$ cat src/rtl/core/rmq_pkg.sv
// ---------------------------------------------------------------------------
// Rotation matrix to quaternion: shared package
// Widths, branch codes and the saturation helper used by the pipeline units.
// ---------------------------------------------------------------------------
package rmq_pkg;

   localparam int W = 32;

   // Quaternion branch selected from the normalized diagonal.
   typedef enum logic [3:0] {
      BR_W = 4'b0001,
      BR_X = 4'b0010,
      BR_Y = 4'b0100,
      BR_Z = 4'b1000
   } branch_type;

   localparam logic signed [W-1:0] SAT_MAX = 32'sh7FFF_FFFF;
   localparam logic signed [W-1:0] SAT_MIN = 32'sh8000_0000;

   // Saturate a 64-bit magnitude with a sign to the signed 32-bit range.
   function automatic logic signed [W-1:0] sat_mag(input logic [63:0] mag,
                                                  input logic neg);
      logic signed [W-1:0] res;
      if (neg) begin
         if (mag >= 64'h8000_0000) res = SAT_MIN;
         else res = -$signed(mag[W-1:0]);
      end else begin
         if (mag >= 64'h7FFF_FFFF) res = SAT_MAX;
         else res = $signed(mag[W-1:0]);
      end
      return res;
   endfunction

endpackage

$ cat src/rtl/core/rmq_sqrt.sv
// ---------------------------------------------------------------------------
// Rotation matrix to quaternion: pipelined square root
// floor(sqrt(v)) of a 64-bit radicand, one result bit per stage, with a
// side payload carried alongside.
// ---------------------------------------------------------------------------
module rmq_sqrt
   import rmq_pkg::*;
#(
   parameter int SIDE_W = 1
) (
   input  logic              clock,
   input  logic              reset,
   input  logic              enable,
   input  logic              in_valid,
   input  logic [63:0]       in_rad,
   input  logic [SIDE_W-1:0] in_side,
   output logic              out_valid,
   output logic [31:0]       out_root,
   output logic [SIDE_W-1:0] out_side
);

   localparam int N = 32;

   logic [63:0]       rad_ff  [N+1];
   logic [33:0]       rem_ff  [N+1];
   logic [31:0]       root_ff [N+1];
   logic              vld_ff  [N+1];
   logic [SIDE_W-1:0] side_ff [N+1];

   always_ff @(posedge clock) begin
      if (reset) begin
         for (int i = 0; i <= N; i++) vld_ff[i] <= 1'b0;
      end else if (enable) begin
         vld_ff[0] <= in_valid;
         for (int i = 1; i <= N; i++) vld_ff[i] <= vld_ff[i-1];
      end
   end

   // Restoring digit recurrence: bring down two bits, try 4r+1.
   always_ff @(posedge clock) begin
      if (enable) begin
         rad_ff[0]  <= in_rad;
         rem_ff[0]  <= '0;
         root_ff[0] <= '0;
         side_ff[0] <= in_side;
         for (int i = 1; i <= N; i++) begin
            logic [35:0] trial;
            logic [35:0] sub;
            trial = {rem_ff[i-1], rad_ff[i-1][2*(N-i)+1 -: 2]};
            sub   = {2'b00, root_ff[i-1], 2'b01};
            if (trial >= sub) begin
               rem_ff[i]  <= 34'(trial - sub);
               root_ff[i] <= {root_ff[i-1][30:0], 1'b1};
            end else begin
               rem_ff[i]  <= 34'(trial);
               root_ff[i] <= {root_ff[i-1][30:0], 1'b0};
            end
            rad_ff[i]  <= rad_ff[i-1];
            side_ff[i] <= side_ff[i-1];
         end
      end
   end

   assign out_valid = vld_ff[N];
   assign out_root  = root_ff[N];
   assign out_side  = side_ff[N];

endmodule

$ cat config.mk
export PLATFORM = sky130hd
export DESIGN_NAME = rmq_sqrt
export DESIGN_NICKNAME = d
export VERILOG_FILES = /design/src/rtl/core/rmq_pkg.sv /design/src/rtl/core/rmq_sqrt.sv
export SDC_FILE = /design/constraint.sdc
export NUM_CORES = 2
export LEC_CHECK = 0
export BUFFER_PORTS_ARGS = -buffer_cell sky130_fd_sc_hd__buf_4
export CORE_MARGIN = 5
export CORE_UTILIZATION = 64
export DETAILED_ROUTE_END_ITERATION = 8
export HOLD_SLACK_MARGIN = 0.02
export PLACE_DENSITY = 0.8
export RECOVER_POWER = 100
export SLEW_MARGIN = 5
export SYNTH_ARGS = -nofsm -noshare
export SYNTH_HDL_FRONTEND = slang
export SYNTH_MEMORY_MAX_BITS = 65536
export SYNTH_SLANG_ARGS = --single-unit
$ cat constraint.sdc
create_clock -name clock -period 4.9 [get_ports clock]
set_input_delay 0.98 -clock clock [delete_from_list [all_inputs] [get_ports clock]]
set_output_delay 0.98 -clock clock [all_outputs]
set_load 0.005 [all_outputs]
=== After elaboration in Yosys (flattened, before gate mapping) ===
Memory sizes are Yosys's and may differ from the RTL's.
Index checks and enable logic that the tools add are counted.
W data, S select, Z words.

* Bits in registers: 0
* Memory bits (writable): 4356
* Output and inout bits: 34
* Memories: 5

{| class="wikitable"
|+ Memory list
! memory !! words !! width !! rd ports !! clocked after memory_dff !! write ports !! line !! RTL
|-
| rad_ff || 33 || 64 || 32 || 0 || 33 || rmq_sqrt.sv:24 || <nowiki>logic [63:0] rad_ff [N+1];</nowiki>
|-
| rem_ff || 33 || 34 || 32 || 0 || 33 || rmq_sqrt.sv:25 || <nowiki>logic [33:0] rem_ff [N+1];</nowiki>
|-
| root_ff || 33 || 32 || 33 || 0 || 33 || rmq_sqrt.sv:26 || <nowiki>logic [31:0] root_ff [N+1];</nowiki>
|-
| side_ff || 33 || 1 || 33 || 0 || 33 || rmq_sqrt.sv:28 || <nowiki>logic [SIDE_W-1:0] side_ff [N+1];</nowiki>
|-
| vld_ff || 33 || 1 || 33 || 0 || 33 || rmq_sqrt.sv:27 || <nowiki>logic vld_ff [N+1];</nowiki>
|}

* Add/sub/neg operators: 32
* Order comparisons: 32
* Muxes and demuxes: 295
* Bitwise logic cells: 97

{| class="wikitable"
|+ Operator list
! cell !! number
|-
| $ge A36 B34 Y1 || 32
|-
| $mux W34 || 32
|-
| $sub A34 B34 Y34 || 32
|-
| $mux W32 || 32
|-
| $mux W1 || 231
|-
| $or A1 B1 Y1 || 97
|}

=== Logic depth before layout (Yosys ltp) ===
* Depth in word-level cells: 5
* Depth in mapped cells: 14
* Gate-level depth less buffers: 13

=== Worst setup path before layout ===
No wires, ideal clock.

* Path type: input to register
* Start point: input port enable
* End point: memory rem_ff[25][0] (enable)
* Library setup time: 0.437 ns
* Arrival: 3.626 ns
* Data required time: 4.463 ns
* Slack: 0.837 ns
* Cell stages on the path: 5
* Cells stage by stage: clkbuf_1 -> clkbuf_1 -> clkbuf_1 -> clkbuf_1 -> clkbuf_1

{| class="wikitable"
|+ RTL lines
! what !! line !! RTL
|-
| from (decl) || rmq_sqrt.sv:13 || <nowiki>input logic enable,</nowiki>
|-
| to (decl) || rmq_sqrt.sv:25 ||
|}

==> flow_summary.toml <==
[status]
status = "finished, violations left"
violations = "max-capacitance violations, max-slew violations"

[worst_setup_path]
end_kind = "register"
rr_endpoint = "rem_ff[5][23]"
startpoint_type = "register"
rrSetupSlack_ns = 0.43
worstPathArrival_ns = 5.12
rr_worst_depth = 9
regToRegStartpoint = "rem_ff[4][20]"
required_ns = 5.55
cp_max_fo = 15
worstSetupPathType = "reg2reg"

[global_routing]
grt_usage_pct = 24.0
gr-total-overflow = 0
antenna_found_initial = 2
grt_pass1_vias = 72300
grt_max_degree = 222
grt_pass1_wl_um = 383000

[synthesis]
netlist_instances = 9325
yosysWarnings = 0
syn-num-nets = 9957
synth-seq-cells = 2653
synth.top_cells.by_area = "edfxtp_1, ha_1, xnor2_1"
ys.flop_type = "edfxtp_1"
async_flop_share_pct = 0
synth_cell_type_count = 88
synth_most_common_cell = "edfxtp_1"
ys_seq_area_share_pct = 65.2
synth_top_cell_by_area = "edfxtp_1"
yosysTopAreaCellShare_pct = 65.1
synth.top_cells.by_count = "edfxtp_1, inv_1, nand2_1, ha_1, o21ai_0"
synth-edff-count = 2652
postSynthAreaPerCell_um2 = 13.1
netlist_area_um2 = 122000

[clock_tree]
cts_tree = "yes"
cts_htree_levels = 5
path_clk_slew_ns = 0.06
clock_sinks = 2653
cts_hold_buf = 0
cts_made_buffers = 285
clock_path_buffers = 4
clk_latency_ns = 0.92
cts_resized = 0
root_buffer = "clkbuf_16"
cts_setup_buffers = 0

[placed_design]
placed_area_um2 = 126000
place.gp.congestion = 0.939
dpl.hpwl_um = 168000
io_buffers = 102
dp_cells = 11800

[finish]
drive_above_1_share_pct = 6.74
area_delta_synth_final_pct = 10.1
num-nets-final = 10200
layout.cells.non_filler = 12300
stdcell_area_um2 = 135000
nFillCells = 12500

[sta]
relSlewSlack_pct = -137
fmax_ghz = 0.224
period_minus_slack_ns = 4.47
tightest_slew_ns = 3.56
maxSlewViolCount = 1941
finalSetupViolations = 0
rsz0062_at_grt = "no"
fin_skew_ns = 0.0472
setup_tns_ns = 0
final_hold_viol_count = 0
layout_worst_path_cycle_share_pct = 91.3

[job]
maxCapViolations = 23

[die]
die-area_um2 = 200000
ios = 103
num_rows = 160
die_height_um = 447
initial_core_util_pct = 64.3
core-area_um2 = 190000
die_x_um = 447

[routing]
totalWireLength_um = 240000
drt_iter0_drc = 6525
vias_per_cell = 5.98
drc_errors = 0
wl_per_cell_um = 19.5
num_vias = 73500
ant_nets = 0
dr.pass1.iters = 9

[hold_path]
min_path_type = "in2reg"
hold_depth = 1
min_from = "in_rad[51]"
holdPathEnd = "rad_ff[0][51]"

[power]
power.leakage_nw = 51.2
irDropWorstVdd_v = 0.000390
p_per_area_nw_per_um2 = 460
## critical path: stages (launching register included)
cell and delay [ns]:
edfxtp_1 0.42, or4_1 0.62, or3_1 0.44, or4b_1 0.57, nor4_1 0.63, nand3_1 0.56, and4_1 0.47, nand2_1 0.25
nor4_1 0.10, xor2_1 0.15
## layout by cell type, fill, tap and decap left out, drive strengths merged, types with 19 or more instances in the layout
master | Yosys | final
xor2 | 416 | 416
nand2b | 115 | 115
nand2 | 706 | 706
nor3b | 26 | 26
o31ai | 61 | 61
nor4 | 130 | 130
nand3b | 21 | 21
nor2 | 476 | 476
nor4b | 26 | 26
clkinv | 2 | 106
a31oi | 48 | 48
and3 | 61 | 61
nor3 | 256 | 256
xnor2 | 418 | 418
or2 | 57 | 57
and2 | 98 | 98
ha | 563 | 563
buf | 17 | 24
o211ai | 33 | 33
a21boi | 24 | 24
clkbuf | 176 | 482
o21a | 110 | 110
nand3 | 153 | 153
a21o | 234 | 234
mux2 | 75 | 75
or3 | 91 | 91
o21ai | 533 | 533
or4 | 54 | 54
a21oi | 429 | 429
nor2b | 71 | 71
and4 | 23 | 23
inv | 710 | 715
nand4 | 87 | 87
o21bai | 56 | 56
bufinv | 0 | 25
edfxtp | 2652 | 2652
mux2i | 19 | 19
a211oi | 58 | 58
## through the flow
stage               worst slack, ns  hold slack (ns)  total power, mW  utilization, %
detailed placement            0.706            0.405             41.8            66.4
global placement              0.780            0.401             41.4            66.4
finish                        0.427            0.260             62.0            70.9
floorplan                     0.837            0.400             38.4               -
global route                  0.177            0.202             64.9            70.9
CTS                           0.665            0.152             62.4            71.1
## worst max-delay path by stage
stage               slack [ns]       endpoint            from  cells after the start
finish                    0.43  rem_ff[5][23]   rem_ff[4][20]                      9
global route              0.18  rem_ff[28][8]  root_ff[27][0]                     10
CTS                       0.67  rem_ff[5][23]   rem_ff[4][20]                      9
detailed placement        0.71  rem_ff[30][5]   rem_ff[29][0]                     11
global placement          0.78  rem_ff[5][23]   rem_ff[4][20]                      9
floorplan                 0.84  rem_ff[25][0]          enable                      5
## flip-flops by register name (all words and copies together) (netlist names)
register / flops
rem_ff: 1003
side_ff: 33
vld_ff: 33
root_ff: 528
rad_ff: 1056
## cells by family after synthesis
kind of cell             share of synthesized area [%]
XOR/XNOR                                          5.98
buffers and inverters                             2.80
flip-flops                                        65.2
AO/OA/AOI/OAI                                     9.23
AND/OR/NAND/NOR                                   10.2
multiplexers                                     0.846
adder cells (fa/ha/maj)                           5.76
## layout make-up
cell class                      count  area, um^2  area share [%]
Timing Repair Buffer              177        1200           0.889
Clock inverter                    144        1320           0.983
Clock buffer                      329        7450            5.53
Antenna cell                        2        5.00         0.00372
Inverter                          712        2680            1.99
Multi-Input combinational cell   5767       39200            29.1
Tap cell                         2511        3140            2.33
Sequential cell                  2653       79700            59.2
## layer usage
| layer | track usage (%) | part of all wire (%) |
|---|---|---|
| met5 | 0 | 0.0054 |
| met4 | 9.32 | 4.0 |
| met3 | 3.43 | 5.5 |
| met2 | 40.3 | 49 |
| met1 | 32.0 | 42 |
## where the power goes
part | leakage (nW) | internal, mW | switching [mW]
clock | 4.27 | 12.1 | 8.26
combinational | 21.3 | 4.78 | 6.52
sequential | 25.6 | 28.5 | 1.79
total | 51.2 | 45.4 | 16.6
No activity file was read; power rests on OpenSTA's default activity.
